**src/sv/cor_pkg.sv**
```systemverilog
// ----------------------------------------------------------------------------
// cor_pkg: shared types, constants and point helpers of the circle rasterizer
// Widths, register indexes, the step record that travels front to back, and
// the functions that place one of the eight symmetric points on the canvas.
// ----------------------------------------------------------------------------
package cor_pkg;

   localparam int COORD_W         = 10;   // pixel row / column field
   localparam int COLOR_W         = 24;   // RGB colour field
   localparam int CFG_W           = 11;   // canvas size registers
   localparam int POS_W           = 12;   // signed step x / y
   localparam int ERR_W           = 15;   // signed decision error
   localparam int PIX_W           = 13;   // signed centre plus offset
   localparam int NUM_POINTS      = 8;
   localparam int PT_IDX_W        = $clog2(NUM_POINTS);
   localparam int FIELD_REACH     = 1024; // reach of the 10-bit outputs
   localparam int MAX_DIM_DEFAULT = 1024;
   localparam int QUEUE_DEPTH     = 4;
   localparam int CSR_IDX_W       = 1;

   localparam logic MODE_START   = 1'b0;
   localparam logic MODE_ADVANCE = 1'b1;

   localparam logic [CSR_IDX_W-1:0] CSR_CANVAS_WIDTH  = 1'b0;
   localparam logic [CSR_IDX_W-1:0] CSR_CANVAS_HEIGHT = 1'b1;

   // One Bresenham step, ready for the emitter.
   typedef struct packed {
      logic                     blank;   // advance with no circle: empty marker
      logic                     fin;     // circle ends with this step
      logic signed [POS_W-1:0]  x;
      logic signed [POS_W-1:0]  y;
      logic [COORD_W-1:0]       crow;
      logic [COORD_W-1:0]       ccol;
      logic [COLOR_W-1:0]       color;
   } step_rec_type;

   // Point order: (y,x) (-y,x) (y,-x) (-y,-x) (x,y) (-x,y) (x,-y) (-x,-y).
   // Bit 2 swaps the roles of x and y, bit 0 negates the row, bit 1 the column.
   function automatic logic signed [POS_W-1:0] row_offset(
      input logic signed [POS_W-1:0] x,
      input logic signed [POS_W-1:0] y,
      input logic [PT_IDX_W-1:0]     idx);
      logic signed [POS_W-1:0] base;
      base = idx[2] ? x : y;
      return idx[0] ? -base : base;
   endfunction

   function automatic logic signed [POS_W-1:0] col_offset(
      input logic signed [POS_W-1:0] x,
      input logic signed [POS_W-1:0] y,
      input logic [PT_IDX_W-1:0]     idx);
      logic signed [POS_W-1:0] base;
      base = idx[2] ? y : x;
      return idx[1] ? -base : base;
   endfunction

   function automatic logic signed [PIX_W-1:0] point_pos(
      input logic [COORD_W-1:0]      center,
      input logic signed [POS_W-1:0] off);
      return $signed({{(PIX_W-COORD_W){1'b0}}, center}) + PIX_W'(off);
   endfunction

   function automatic logic on_canvas(
      input logic signed [PIX_W-1:0] pos,
      input logic [CFG_W-1:0]        lim);
      return !pos[PIX_W-1] && (pos[PIX_W-2:0] < (PIX_W-1)'(lim));
   endfunction

endpackage

```
**src/sv/cor_req_if.sv**
```systemverilog
// ----------------------------------------------------------------------------
// cor_req_if: request channel of the circle rasterizer
// Valid/ready handshake carrying one start or advance request.
// ----------------------------------------------------------------------------
interface cor_req_if import cor_pkg::*; ();
   logic               valid;
   logic               ready;
   logic               mode;
   logic [COORD_W-1:0] center_row;
   logic [COORD_W-1:0] center_col;
   logic [COORD_W-1:0] radius;
   logic [COLOR_W-1:0] color;

   modport source (output valid, mode, center_row, center_col, radius, color,
                   input ready);
   modport sink   (input valid, mode, center_row, center_col, radius, color,
                   output ready);
endinterface

```
**src/sv/cor_rsp_if.sv**
```systemverilog
// ----------------------------------------------------------------------------
// cor_rsp_if: response channel of the circle rasterizer
// Valid/ready handshake carrying one pixel write or one empty step marker.
// ----------------------------------------------------------------------------
interface cor_rsp_if import cor_pkg::*; ();
   logic               valid;
   logic               ready;
   logic               pixel_valid;
   logic [COORD_W-1:0] pixel_row;
   logic [COORD_W-1:0] pixel_col;
   logic [COLOR_W-1:0] pixel_color;
   logic               step_last;
   logic               circle_finished;

   modport source (output valid, pixel_valid, pixel_row, pixel_col, pixel_color,
                   step_last, circle_finished, input ready);
   modport sink   (input valid, pixel_valid, pixel_row, pixel_col, pixel_color,
                   step_last, circle_finished, output ready);
endinterface

```
**src/sv/circle_outline_rasterizer_top.sv**
```systemverilog
// ----------------------------------------------------------------------------
// circle_outline_rasterizer_top: midpoint circle outline generator
// A start request latches centre, radius and colour; each advance request
// takes one Bresenham step. Every step yields its visible symmetric points.
// ----------------------------------------------------------------------------
// Usage:
//   req_ch  - requests; mode start begins a circle, mode advance steps it.
//   rsp_ch  - pixel writes in the fixed eight-point order, off-canvas points
//             dropped; step_last marks the final result of each request, and
//             a step with nothing visible gives one empty marker.
//   csr_*   - canvas width / height, to be written by the user only while the block is idle; not enforced.
// Throughput: the pixel emitter sends one point per cycle while rsp_ch.ready
//   allows, so each request yields 1 to 8 results.
//   The step unit takes a request every cycle while its queue has room.
// Path: the first result of a request reaches rsp_ch through the queue, the
//   emitter's step register and the output register.
// Reset: canvas size returns to 1024 x 1024, no circle is active, the queue
//   and output register are emptied.
// Stalls: while rsp_ch.ready is low the output register holds its result;
//   the queue (4 steps deep) keeps absorbing requests until it fills, then
//   req_ch.ready drops.
// ----------------------------------------------------------------------------
module circle_outline_rasterizer_top import cor_pkg::*; #(
   parameter int MAX_DIM = MAX_DIM_DEFAULT
) (
   input  logic                 clock,
   input  logic                 reset,
   cor_req_if.sink              req_ch,
   cor_rsp_if.source            rsp_ch,
   input  logic                 csr_we,
   input  logic [CSR_IDX_W-1:0] csr_index,
   input  logic [CFG_W-1:0]     csr_wdata
);

   logic [CFG_W-1:0] canvas_width_ff, canvas_width_in;
   logic [CFG_W-1:0] canvas_height_ff, canvas_height_in;

   logic             q_push, q_pop, q_full, q_empty;
   step_rec_type     q_push_rec, q_head;

   // configuration registers: take a write whenever the enable is high
   always_comb begin
      canvas_width_in  = canvas_width_ff;
      canvas_height_in = canvas_height_ff;
      if (csr_we) begin
         unique case (csr_index)
            CSR_CANVAS_WIDTH:  canvas_width_in  = csr_wdata;
            CSR_CANVAS_HEIGHT: canvas_height_in = csr_wdata;
            default: ;
         endcase
      end
   end

   always_ff @(posedge clock) begin
      if (reset) begin
         canvas_width_ff  <= CFG_W'(FIELD_REACH);
         canvas_height_ff <= CFG_W'(FIELD_REACH);
      end else begin
         canvas_width_ff  <= canvas_width_in;
         canvas_height_ff <= canvas_height_in;
      end
   end

   // front: classify the request and advance the circle state
   cor_front u_front (
      .clock    (clock),
      .reset    (reset),
      .req      (req_ch),
      .q_full   (q_full),
      .push     (q_push),
      .push_rec (q_push_rec)
   );

   // decouple step generation from pixel emission
   cor_queue u_queue (
      .clock    (clock),
      .reset    (reset),
      .push     (q_push),
      .push_rec (q_push_rec),
      .pop      (q_pop),
      .full     (q_full),
      .empty    (q_empty),
      .head     (q_head)
   );

   // back: clip against the canvas and drain one point per cycle while rsp_ch is ready
   cor_back #(
      .MAX_DIM (MAX_DIM)
   ) u_back (
      .clock         (clock),
      .reset         (reset),
      .q_empty       (q_empty),
      .head          (q_head),
      .pop           (q_pop),
      .canvas_width  (canvas_width_ff),
      .canvas_height (canvas_height_ff),
      .rsp           (rsp_ch)
   );

endmodule

```
**src/sv/cor_front.sv**
```systemverilog
// ----------------------------------------------------------------------------
// cor_front: request intake and Bresenham step unit
// Takes one request per cycle while the queue has room, advances x, y and
// the decision error, and pushes the resulting step record into the queue.
// ----------------------------------------------------------------------------
module cor_front import cor_pkg::*; (
   input  logic         clock,
   input  logic         reset,
   cor_req_if.sink      req,
   input  logic         q_full,
   output logic         push,
   output step_rec_type push_rec
);

   logic                    active_ff, active_in;
   logic signed [POS_W-1:0] x_ff, x_in;
   logic signed [POS_W-1:0] y_ff, y_in;
   logic signed [ERR_W-1:0] err_ff, err_in;
   logic [COORD_W-1:0]      crow_ff, crow_in;
   logic [COORD_W-1:0]      ccol_ff, ccol_in;
   logic [COLOR_W-1:0]      color_ff, color_in;
   logic                    fin;
   logic                    blank;

   assign req.ready = !q_full;
   assign push      = req.valid && !q_full;

   always_comb begin
      active_in = active_ff;
      x_in      = x_ff;
      y_in      = y_ff;
      err_in    = err_ff;
      crow_in   = crow_ff;
      ccol_in   = ccol_ff;
      color_in  = color_ff;
      fin       = 1'b0;
      blank     = 1'b0;
      priority if (req.mode == MODE_START) begin
         x_in      = '0;
         y_in      = $signed(POS_W'(req.radius));
         err_in    = ERR_W'(3) - ERR_W'({req.radius, 1'b0});
         crow_in   = req.center_row;
         ccol_in   = req.center_col;
         color_in  = req.color;
         fin       = 1'b0;
         active_in = 1'b1;
      end else if (!active_ff) begin
         // no circle in progress: one empty marker, nothing moves
         blank = 1'b1;
         fin   = 1'b1;
      end else begin
         x_in = x_ff + POS_W'(1);
         if (err_ff > 0) begin
            y_in   = y_ff - POS_W'(1);
            err_in = err_ff + ((ERR_W'(x_in) - ERR_W'(y_in)) <<< 2) + ERR_W'(10);
         end else begin
            err_in = err_ff + (ERR_W'(x_in) <<< 2) + ERR_W'(6);
         end
         fin       = y_in < x_in;
         active_in = !fin;
      end
   end

   always_comb begin
      push_rec.blank = blank;
      push_rec.fin   = fin;
      push_rec.x     = x_in;
      push_rec.y     = y_in;
      push_rec.crow  = crow_in;
      push_rec.ccol  = ccol_in;
      push_rec.color = color_in;
   end

   always_ff @(posedge clock) begin
      if (reset) begin
         active_ff <= 1'b0;
      end else if (push) begin
         active_ff <= active_in;
      end
   end

   always_ff @(posedge clock) begin
      if (push) begin
         x_ff     <= x_in;
         y_ff     <= y_in;
         err_ff   <= err_in;
         crow_ff  <= crow_in;
         ccol_ff  <= ccol_in;
         color_ff <= color_in;
      end
   end

endmodule

```
**src/sv/cor_queue.sv**
```systemverilog
// ----------------------------------------------------------------------------
// cor_queue: step record queue
// Small register FIFO between the step unit and the pixel emitter.
// ----------------------------------------------------------------------------
module cor_queue import cor_pkg::*; (
   input  logic         clock,
   input  logic         reset,
   input  logic         push,
   input  step_rec_type push_rec,
   input  logic         pop,
   output logic         full,
   output logic         empty,
   output step_rec_type head
);

   localparam int QPTR_W = $clog2(QUEUE_DEPTH);
   localparam int QCNT_W = $clog2(QUEUE_DEPTH + 1);

   step_rec_type       mem_ff [QUEUE_DEPTH];
   logic [QPTR_W-1:0]  wr_ptr_ff, wr_ptr_in;
   logic [QPTR_W-1:0]  rd_ptr_ff, rd_ptr_in;
   logic [QCNT_W-1:0]  count_ff, count_in;

   assign full  = (count_ff == QCNT_W'(QUEUE_DEPTH));
   assign empty = (count_ff == '0);
   assign head  = mem_ff[rd_ptr_ff];

   always_comb begin
      wr_ptr_in = wr_ptr_ff;
      rd_ptr_in = rd_ptr_ff;
      count_in  = count_ff;
      if (push) begin
         wr_ptr_in = (wr_ptr_ff == QPTR_W'(QUEUE_DEPTH - 1)) ? '0
                                                              : wr_ptr_ff + 1'b1;
      end
      if (pop) begin
         rd_ptr_in = (rd_ptr_ff == QPTR_W'(QUEUE_DEPTH - 1)) ? '0
                                                              : rd_ptr_ff + 1'b1;
      end
      if (push && !pop) begin
         count_in = count_ff + 1'b1;
      end else if (pop && !push) begin
         count_in = count_ff - 1'b1;
      end
   end

   always_ff @(posedge clock) begin
      if (reset) begin
         wr_ptr_ff <= '0;
         rd_ptr_ff <= '0;
         count_ff  <= '0;
      end else begin
         wr_ptr_ff <= wr_ptr_in;
         rd_ptr_ff <= rd_ptr_in;
         count_ff  <= count_in;
      end
   end

   always_ff @(posedge clock) begin
      if (push) begin
         mem_ff[wr_ptr_ff] <= push_rec;
      end
   end

   a_no_overflow: assert property (@(posedge clock) disable iff (reset)
      push |-> (!full || pop))
      else $error("queue written while full");

   a_no_underflow: assert property (@(posedge clock) disable iff (reset)
      pop |-> !empty)
      else $error("queue read while empty");

endmodule

```
**src/sv/cor_back.sv**
```systemverilog
// ----------------------------------------------------------------------------
// cor_back: pixel emitter
// Loads a step record, masks off points outside the canvas, and sends the
// visible points one per cycle while rsp.ready allows (one empty marker when
// none is visible) through an output register.
module cor_back import cor_pkg::*; #(
   parameter int MAX_DIM = MAX_DIM_DEFAULT
) (
   input  logic             clock,
   input  logic             reset,
   input  logic             q_empty,
   input  step_rec_type     head,
   output logic             pop,
   input  logic [CFG_W-1:0] canvas_width,
   input  logic [CFG_W-1:0] canvas_height,
   cor_rsp_if.source        rsp
);

   localparam int               CAP   = (MAX_DIM < FIELD_REACH) ? MAX_DIM : FIELD_REACH;
   localparam logic [CFG_W-1:0] CAP_L = CFG_W'(CAP);

   logic [CFG_W-1:0]          lim_h, lim_w;
   logic [NUM_POINTS-1:0]     head_mask;
   logic [NUM_POINTS-1:0]     rest;
   logic [PT_IDX_W-1:0]       sel;
   logic signed [PIX_W-1:0]   cur_row, cur_col;
   logic                      out_free, emit, done;

   logic                      active_ff, active_in;
   logic [NUM_POINTS-1:0]     mask_ff, mask_in;
   step_rec_type              cur_ff;

   logic                      rsp_valid_ff, rsp_valid_in;
   logic                      pix_valid_ff;
   logic [COORD_W-1:0]        row_ff, col_ff;
   logic [COLOR_W-1:0]        color_ff;
   logic                      last_ff, fin_ff;

   assign lim_h = (canvas_height > CAP_L) ? CAP_L : canvas_height;
   assign lim_w = (canvas_width  > CAP_L) ? CAP_L : canvas_width;

   // visibility of all eight points of the record about to load
   always_comb begin
      for (int i = 0; i < NUM_POINTS; i++) begin
         head_mask[i] = !head.blank
            && on_canvas(point_pos(head.crow,
                            row_offset(head.x, head.y, PT_IDX_W'(i))), lim_h)
            && on_canvas(point_pos(head.ccol,
                            col_offset(head.x, head.y, PT_IDX_W'(i))), lim_w);
      end
   end

   // lowest remaining visible point
   always_comb begin
      sel = '0;
      for (int i = NUM_POINTS - 1; i >= 0; i--) begin
         if (mask_ff[i]) begin
            sel = PT_IDX_W'(i);
         end
      end
   end

   assign rest    = mask_ff & (mask_ff - 1'b1);
   assign cur_row = point_pos(cur_ff.crow, row_offset(cur_ff.x, cur_ff.y, sel));
   assign cur_col = point_pos(cur_ff.ccol, col_offset(cur_ff.x, cur_ff.y, sel));

   assign out_free = !rsp_valid_ff || rsp.ready;
   assign emit     = active_ff && out_free;
   assign done     = emit && (rest == '0);
   assign pop      = !q_empty && (!active_ff || done);

   always_comb begin
      active_in    = active_ff;
      mask_in      = mask_ff;
      rsp_valid_in = rsp_valid_ff;
      if (out_free) begin
         rsp_valid_in = emit;
      end
      if (emit) begin
         mask_in = rest;
      end
      if (done) begin
         active_in = 1'b0;
      end
      if (pop) begin
         active_in = 1'b1;
         mask_in   = head_mask;
      end
   end

   always_ff @(posedge clock) begin
      if (reset) begin
         active_ff    <= 1'b0;
         rsp_valid_ff <= 1'b0;
      end else begin
         active_ff    <= active_in;
         rsp_valid_ff <= rsp_valid_in;
      end
   end

   always_ff @(posedge clock) begin
      mask_ff <= mask_in;
      if (pop) begin
         cur_ff <= head;
      end
      if (emit) begin
         fin_ff <= cur_ff.fin;
         if (mask_ff == '0) begin
            pix_valid_ff <= 1'b0;
            row_ff       <= '0;
            col_ff       <= '0;
            color_ff     <= '0;
            last_ff      <= 1'b1;
         end else begin
            pix_valid_ff <= 1'b1;
            row_ff       <= cur_row[COORD_W-1:0];
            col_ff       <= cur_col[COORD_W-1:0];
            color_ff     <= cur_ff.color;
            last_ff      <= (rest == '0);
         end
      end
   end

   assign rsp.valid           = rsp_valid_ff;
   assign rsp.pixel_valid     = pix_valid_ff;
   assign rsp.pixel_row       = row_ff;
   assign rsp.pixel_col       = col_ff;
   assign rsp.pixel_color     = color_ff;
   assign rsp.step_last       = last_ff;
   assign rsp.circle_finished = fin_ff;

   a_marker_last: assert property (@(posedge clock) disable iff (reset)
      (rsp.valid && !rsp.pixel_valid) |-> rsp.step_last)
      else $error("empty marker not flagged as last of its step");

   a_marker_zero: assert property (@(posedge clock) disable iff (reset)
      (rsp.valid && !rsp.pixel_valid) |->
         (rsp.pixel_row == '0 && rsp.pixel_col == '0 && rsp.pixel_color == '0))
      else $error("empty marker carries pixel data");

   a_on_canvas: assert property (@(posedge clock) disable iff (reset)
      (rsp.valid && rsp.pixel_valid) |->
         (CFG_W'(rsp.pixel_row) < lim_h && CFG_W'(rsp.pixel_col) < lim_w))
      else $error("pixel outside the canvas");

endmodule
```
**src/flat_wrapper.sv**
```systemverilog
// flat-port wrapper written by rule: the top's interface ports become plain ports
module circle_outline_rasterizer_top_flat import cor_pkg::*;
#(
   parameter int MAX_DIM = MAX_DIM_DEFAULT
)
  (clock, reset, csr_we, csr_index, csr_wdata, req_ch_valid, req_ch_mode, req_ch_center_row, req_ch_center_col, req_ch_radius, req_ch_color, req_ch_ready, rsp_ch_valid, rsp_ch_pixel_valid, rsp_ch_pixel_row, rsp_ch_pixel_col, rsp_ch_pixel_color, rsp_ch_step_last, rsp_ch_circle_finished, rsp_ch_ready);
  cor_req_if req_ch_i ();
  cor_rsp_if rsp_ch_i ();
  input  logic clock;
  input  logic reset;
  input  logic csr_we;
  input  logic [CSR_IDX_W-1:0] csr_index;
  input  logic [CFG_W-1:0] csr_wdata;
  input wire logic [$bits(req_ch_i.valid)-1:0] req_ch_valid;
  input wire logic [$bits(req_ch_i.mode)-1:0] req_ch_mode;
  input wire logic [$bits(req_ch_i.center_row)-1:0] req_ch_center_row;
  input wire logic [$bits(req_ch_i.center_col)-1:0] req_ch_center_col;
  input wire logic [$bits(req_ch_i.radius)-1:0] req_ch_radius;
  input wire logic [$bits(req_ch_i.color)-1:0] req_ch_color;
  output wire logic [$bits(req_ch_i.ready)-1:0] req_ch_ready;
  output wire logic [$bits(rsp_ch_i.valid)-1:0] rsp_ch_valid;
  output wire logic [$bits(rsp_ch_i.pixel_valid)-1:0] rsp_ch_pixel_valid;
  output wire logic [$bits(rsp_ch_i.pixel_row)-1:0] rsp_ch_pixel_row;
  output wire logic [$bits(rsp_ch_i.pixel_col)-1:0] rsp_ch_pixel_col;
  output wire logic [$bits(rsp_ch_i.pixel_color)-1:0] rsp_ch_pixel_color;
  output wire logic [$bits(rsp_ch_i.step_last)-1:0] rsp_ch_step_last;
  output wire logic [$bits(rsp_ch_i.circle_finished)-1:0] rsp_ch_circle_finished;
  input wire logic [$bits(rsp_ch_i.ready)-1:0] rsp_ch_ready;
  assign req_ch_i.valid = req_ch_valid;
  assign req_ch_i.mode = req_ch_mode;
  assign req_ch_i.center_row = req_ch_center_row;
  assign req_ch_i.center_col = req_ch_center_col;
  assign req_ch_i.radius = req_ch_radius;
  assign req_ch_i.color = req_ch_color;
  assign req_ch_ready = req_ch_i.ready;
  assign rsp_ch_valid = rsp_ch_i.valid;
  assign rsp_ch_pixel_valid = rsp_ch_i.pixel_valid;
  assign rsp_ch_pixel_row = rsp_ch_i.pixel_row;
  assign rsp_ch_pixel_col = rsp_ch_i.pixel_col;
  assign rsp_ch_pixel_color = rsp_ch_i.pixel_color;
  assign rsp_ch_step_last = rsp_ch_i.step_last;
  assign rsp_ch_circle_finished = rsp_ch_i.circle_finished;
  assign rsp_ch_i.ready = rsp_ch_ready;
  circle_outline_rasterizer_top #(.MAX_DIM(MAX_DIM)) u_core (.clock(clock), .reset(reset), .req_ch(req_ch_i), .rsp_ch(rsp_ch_i), .csr_we(csr_we), .csr_index(csr_index), .csr_wdata(csr_wdata));
endmodule
```
**config.mk**
```make
export PLATFORM = sky130hd
export DESIGN_NAME = circle_outline_rasterizer_top_flat
export DESIGN_NICKNAME = d
export VERILOG_FILES = /design/src/sv/cor_pkg.sv /design/src/sv/cor_req_if.sv /design/src/sv/cor_rsp_if.sv /design/src/sv/circle_outline_rasterizer_top.sv /design/src/sv/cor_front.sv /design/src/sv/cor_queue.sv /design/src/sv/cor_back.sv /design/src/flat_wrapper.sv
export SDC_FILE = /design/constraint.sdc
export NUM_CORES = 1
export LEC_CHECK = 0
export BUFFER_PORTS_ARGS = -buffer_cell sky130_fd_sc_hd__buf_2
export CORE_UTILIZATION = 50
export DETAILED_ROUTE_END_ITERATION = 10
export PLACE_DENSITY = 0.67
export SETUP_SLACK_MARGIN = 0.4
export SLEW_MARGIN = 10
export SYNTH_ARGS = -nofsm -noshare
export SYNTH_HDL_FRONTEND = slang
export SYNTH_SLANG_ARGS = --single-unit
export TNS_END_PERCENT = 5
```
**constraint.sdc**
```tcl
create_clock -name clock -period 10.85 [get_ports clock]
set_clock_uncertainty 0.1 [all_clocks]
set_input_delay 1.085 -clock clock [delete_from_list [all_inputs] [get_ports clock]]
set_output_delay 1.085 -clock clock [all_outputs]
set_load 0.01 [all_outputs]
```
-- Word level (Yosys, flattened, before mapping)
Memory sizes are Yosys's and may differ from the RTL's. A register that Yosys moved wholly into a read port is not among the register bits.
Cells that the tools add are included.
Widths: inputs -> output; s select.
- register bits: 235
- latch bits: 0
- RAM bits: 280
- bits in read-only memories: 0
- bits of input ports: 72
- output and inout bits: 49
- word-level logic and storage cells: 172
- memories: 1
- memory list (memory ; words ; bits a word ; read ports ; clocked after memory_dff ; wr ports ; line ; text):
    u_core.u_queue.mem_ff ; 4 ; 70 ; 1 ; 1 ; 1 ; cor_queue.sv:19 ; step_rec_type mem_ff [QUEUE_DEPTH];
- $add $sub $neg: 27
- multiply operators: 0
- divide/modulo/power cells: 0
- order comparisons: 12
- eq/ne operators: 4
- shift operators: 0
- multiplexer cells: 46
- bitwise logic cells: 2
- reduce and logical (&&, ||, !) cells: 53
- operators by type and width (operator ; count):
    $add 11x12->13 ; 8
    $lt 12x11->1 ; 8
    $mux 12 ; 7
    $mux 10 ; 6
    $mux 15 ; 3
    $mux 3 ; 10
    $logic_and 1x1->1 ; 26
    $mux 24 ; 1
    $neg 12->12 ; 2
    $gt 11x11->1 const B ; 2
    $mux 11 ; 2
    $add 10x10->10 ; 2
    $neg 10->10 ; 2
    $logic_not 1->1 ; 16
    $logic_not 8->1 ; 2
    $mux 8 ; 2
    $add 15x14->15 ; 1
    $add 15x15->15 ; 1
    $add 15x4->15 const B ; 1
    $add 15x5->15 const B ; 1
    $gt 15x1->1 const B ; 1
    $sub 12x12->13 ; 1
    $add 12x2->12 const B ; 1
    $lt 12x12->1 ; 1
    other kinds (17) ; 37

-- Depth between registers and ports, before layout
- depth in word-level cells: 12
- gate-level depth with buffers: 21
- mapped depth without buffers: 21

-- By module
A second synthesis with hierarchy kept.
- cells, all modules: 2285
- area, all modules: 29318.1 sq um
- by module, submodules not included (module ; times used ; cells an instance ; area an instance (sq um)):
    cor_back ; 1 ; 1147 ; 11193.2
    cor_queue ; 1 ; 410 ; 10615.2
    cor_front ; 1 ; 642 ; 6588.8
    circle_outline_rasterizer_top ; 1 ; 86 ; 920.9

-- Worst setup path after synthesis
No wires, ideal clock.
- path type: flip-flop to flip-flop
- start point: register (tool-made name)
- end point: register u_core.u_back.mask_ff[2], data pin
- data arrival time: 4789 ps
- data required time: 10537 ps
- setup slack: 5748 ps
- stages on the path, launching flop included: 18
- period minus slack after synthesis: 5102 ps
- path through: dfxtp_1 buf_6 buf_6 buf_1 buf_1 mux4_2 ha_1 and3_1 a221o_1 o21ai_0 xnor2_1 ha_1 a21o_1 a21oi_1 o21ai_0 a21o_1 a211o_1 o32ai_1
- RTL lines (element ; line ; text):
    end signal: assignment ; cor_back.sv:102 ; mask_ff <= mask_in;
    end: declaration ; cor_back.sv:30 ; logic [NUM_POINTS-1:0] mask_ff, mask_in;

==> results.sh <==
export IMPL_slew_violations=0
export IMPL_cpMostUsedCell="ha_1"
export IMPL_post_route_min_period_ns=5.55
export IMPL_synth_top_area_cell="edfxtp_1"
export IMPL_cap_violations=0
export IMPL_die_h_um=243
export IMPL_crit_type="reg2reg"
export IMPL_detail_route_wl_per_cell_um=21.2
export IMPL_finalSetupViolations=0
export IMPL_post_cts_buffers=0
export IMPL_place_ws_ns=5.41
export IMPL_cpPeakStageDelay_ns=0.73
export IMPL_clk_pin_slew_ns=0.07
export IMPL_setup_tns_final_ns=0
export IMPL_syn_cell_area_mm2=0.0290
export IMPL_crit_chain="buf_4 -> mux4_1 -> nor3_1 -> nand2_1 -> xor2_1 -> ha_1 -> a21o_1 -> a31oi_1 -> xnor2_1 -> ha_1 -> nor2b_1 -> o21ai_0 -> nand2b_1 -> a2111oi_0 -> o211ai_1 -> o22ai_1"
export IMPL_r2r_end="u_core.u_back.mask_ff[5]"
export IMPL_grt_ovfl_total=0
export IMPL_max_freq_mhz=180
export IMPL_final_layout_size_suffix_gt1_share_pct=14.5
export IMPL_area_growth_pct=10.9
export IMPL_io_buffers=120
export IMPL_period_share_pct=51.2
export IMPL_ctsLongestPathBuffers=3
export IMPL_first_global_vias=18779
export IMPL_cts_inserted_buffers=52
export IMPL_timing_critical_path_buf_inv=1
export IMPL_grtUsageTotal_pct=23.4
export IMPL_ys_seq_area_share_pct=52.3
export IMPL_final_nets=2779
export IMPL_rsz0062_at_grt="no"
export IMPL_r2r_slack_ns=5.30
export IMPL_cts_resized_gates=0
export IMPL_cts_hold_buffers_added=0
export IMPL_coreArea_mm2=0.0568
export IMPL_netlist_cell_type_count=70
export IMPL_crit_path_max_fanout=62
export IMPL_crit_path_start_kind="flip-flop"
export IMPL_slowest_stage="buf_4"
export IMPL_antenna_left=0
export IMPL_drt_wl_total_mm=68.5
export IMPL_rows=87
export IMPL_diodes=0
export IMPL_initial_core_util_pct=51.0
export IMPL_cp_top_family="compound AO/OA/AOI/OAI gates"
export IMPL_dieArea_mm2=0.0589
export IMPL_crit_end="u_core.u_back.mask_ff[5]"
export IMPL_yosysWarnings=0
export IMPL_synth_top_area_share_pct=49.9
export IMPL_cts_tree="done"
export IMPL_htreeDepth=2
export IMPL_synth_flop_cell="edfxtp_1"
export IMPL_vias=18631
export IMPL_required_ns=11.17
export IMPL_finalWorstSetupSlack_ns=5.30
export IMPL_io_pins=121
export IMPL_synth_seq_cells=516
export IMPL_dr_pass1_iters=5
export IMPL_cp_depth=16
export IMPL_grt_pass1_wl_mm=106
export IMPL_end_kind="flip-flop"
export IMPL_avgViaCountPerCell=5.78
export IMPL_drc=0
export IMPL_hold_viol=0
export IMPL_antenna_found_initial=1
export IMPL_syn_inst=2298
export IMPL_clock_latency_ns=0.60
export IMPL_die_width_um=243
export IMPL_cts_sinks=516
export IMPL_ys_async_sr_fraction_pct=0
export IMPL_ys_top_cells_by_area="edfxtp_1 50%, ha_1 12%, mux4_2 5.3%"
export IMPL_gp_congestion=0.932
export IMPL_synth_edf_count=482
export IMPL_syn_nets=2651
export IMPL_r2r_cells=16
export IMPL_root_buffer="clkbuf_16"
export IMPL_avgSynthCellArea_um2=12.6
export IMPL_dp_hpwl_mm=48.4
export IMPL_critPathArrivalTime_ns=5.88
export IMPL_hold_class="reg2reg"
export IMPL_grt_max_degree=63
export IMPL_drt_initial_drc_count=1302
export IMPL_relSlewSlack_pct=23.0
export IMPL_worst_slew_pin_slew_ns=1.16
export IMPL_status="finished, final reports clean"
## placed cells by master (no fill, tap or decap), types with 32 or more instances in the layout
master	Yosys	final
a21o_1	50	50
a21oi_1	135	135
and2_1	40	40
buf_2	8	119
clkbuf_16	0	52
dfxtp_1	34	32
edfxtp_1	482	482
ha_1	267	267
inv_1	78	76
mux2_2	49	49
mux4_2	68	68
nand2_1	164	164
nor2_1	187	186
nor3_1	50	50
o21ai_0	90	90
xnor2_1	113	113
xor2_1	94	94
## final cells by class
cell class                      count  area, um2
Inverter                           80        303
Clock inverter                     32        369
Multi-Input combinational cell   1639      13300
Clock buffer                       64       1350
Fill cell                        4586      24700
Timing Repair Buffer              137        731
Tap cell                          756        946
Sequential cell                   516      15200
## routing by layer
metal	GRT usage, %	share of wire (%)	up-vias
li1	-	-	8883
met1	30.4	43	9183
met2	40.4	49	443
met3	2.91	4.5	122
met4	7.84	3.3	0
met5	0	0	-
## stage by stage
stage               instance area (um2)  instances  hold WS (ns)  util, %
CTS                               32100       3224         0.339     56.6
global route                      32100       3224         0.351     56.6
finish                            32100       3224         0.341     56.6
floorplan                         29000       2298         0.300        -
detailed placement                30400       3128         0.326     53.5
global placement                  30400       3128         0.310     53.5
## logic make-up (layout without fill, tap and decap cells)
kind of cell | Yosys count | after routing | share of synthesized area (%)
flops | 516 | 516 | 52.3
buf+inv | 143 | 313 | 1.99
compound gates | 421 | 421 | 9.14
fa+ha+maj | 282 | 282 | 12.5
xor+xnor | 208 | 208 | 6.31
mux | 146 | 146 | 8.36
simple gates | 582 | 582 | 9.39
## cells in the mapped netlist (5+ instances only)
master / count
buf_2: 8
mux2_2: 49
and2_1: 40
mux4_2: 68
and3_1: 16
nand2b_1: 10
a21oi_1: 135
clkbuf_1: 42
edfxtp_1: 482
nor2b_1: 27
fa_1: 14
nor4_1: 8
a211oi_1: 11
dfxtp_1: 34
nand2_1: 164
xor2_1: 94
nand3_1: 26
nor2_1: 187
ha_1: 267
or3_1: 20
o21bai_1: 14
a2111oi_0: 5
o21ai_0: 90
mux2i_1: 26
a31oi_1: 11
o211ai_1: 18
nor3_1: 50
inv_1: 78
nand4_1: 14
o31ai_1: 7
buf_1: 10
o2111ai_1: 7
o21a_1: 25
a21o_1: 50
xnor2_1: 113
or2_2: 5
## worst min path at each step
stage | start | end | slack [ns] | cells past startpoint
floorplan | u_core.u_back.cur_ff[68] | u_core.u_back.rsp.circle_finished | 0.30 | 0
global placement | u_core.u_back.cur_ff[68] | u_core.u_back.rsp.circle_finished | 0.31 | 0
detailed placement | u_core.u_back.cur_ff[68] | u_core.u_back.rsp.circle_finished | 0.33 | 0
CTS | u_core.u_back.cur_ff[68] | u_core.u_back.rsp.circle_finished | 0.34 | 0
global route | u_core.u_back.cur_ff[68] | u_core.u_back.rsp.circle_finished | 0.35 | 0
finish | u_core.u_back.cur_ff[68] | u_core.u_back.rsp.circle_finished | 0.34 | 0
## flip-flops by register name, summed over array words and instances (netlist names), 2 cells and up, named ones only
register                       count
u_core.u_front.color_ff           24
u_core.u_back.rsp.pixel_color     24
u_core.u_back.rsp.pixel_col       10
u_core.u_queue.mem_ff            280
u_core.u_back.mask_ff              8
u_core.u_front.err_ff             14
u_core.u_queue.rd_ptr_ff           2
u_core.canvas_height_ff           11
u_core.u_front.ccol_ff            10
u_core.u_front.y_ff               12
u_core.u_front.x_ff               12
u_core.u_back.rsp.pixel_row       10
u_core.u_queue.count_ff            3
u_core.canvas_width_ff            11
u_core.u_queue.wr_ptr_ff           2
u_core.u_back.cur_ff              65
u_core.u_front.crow_ff            10
Power is left out: the tool's default activity adds up to more than one toggle a clock period on the data nets, which glitch-free logic cannot reach.
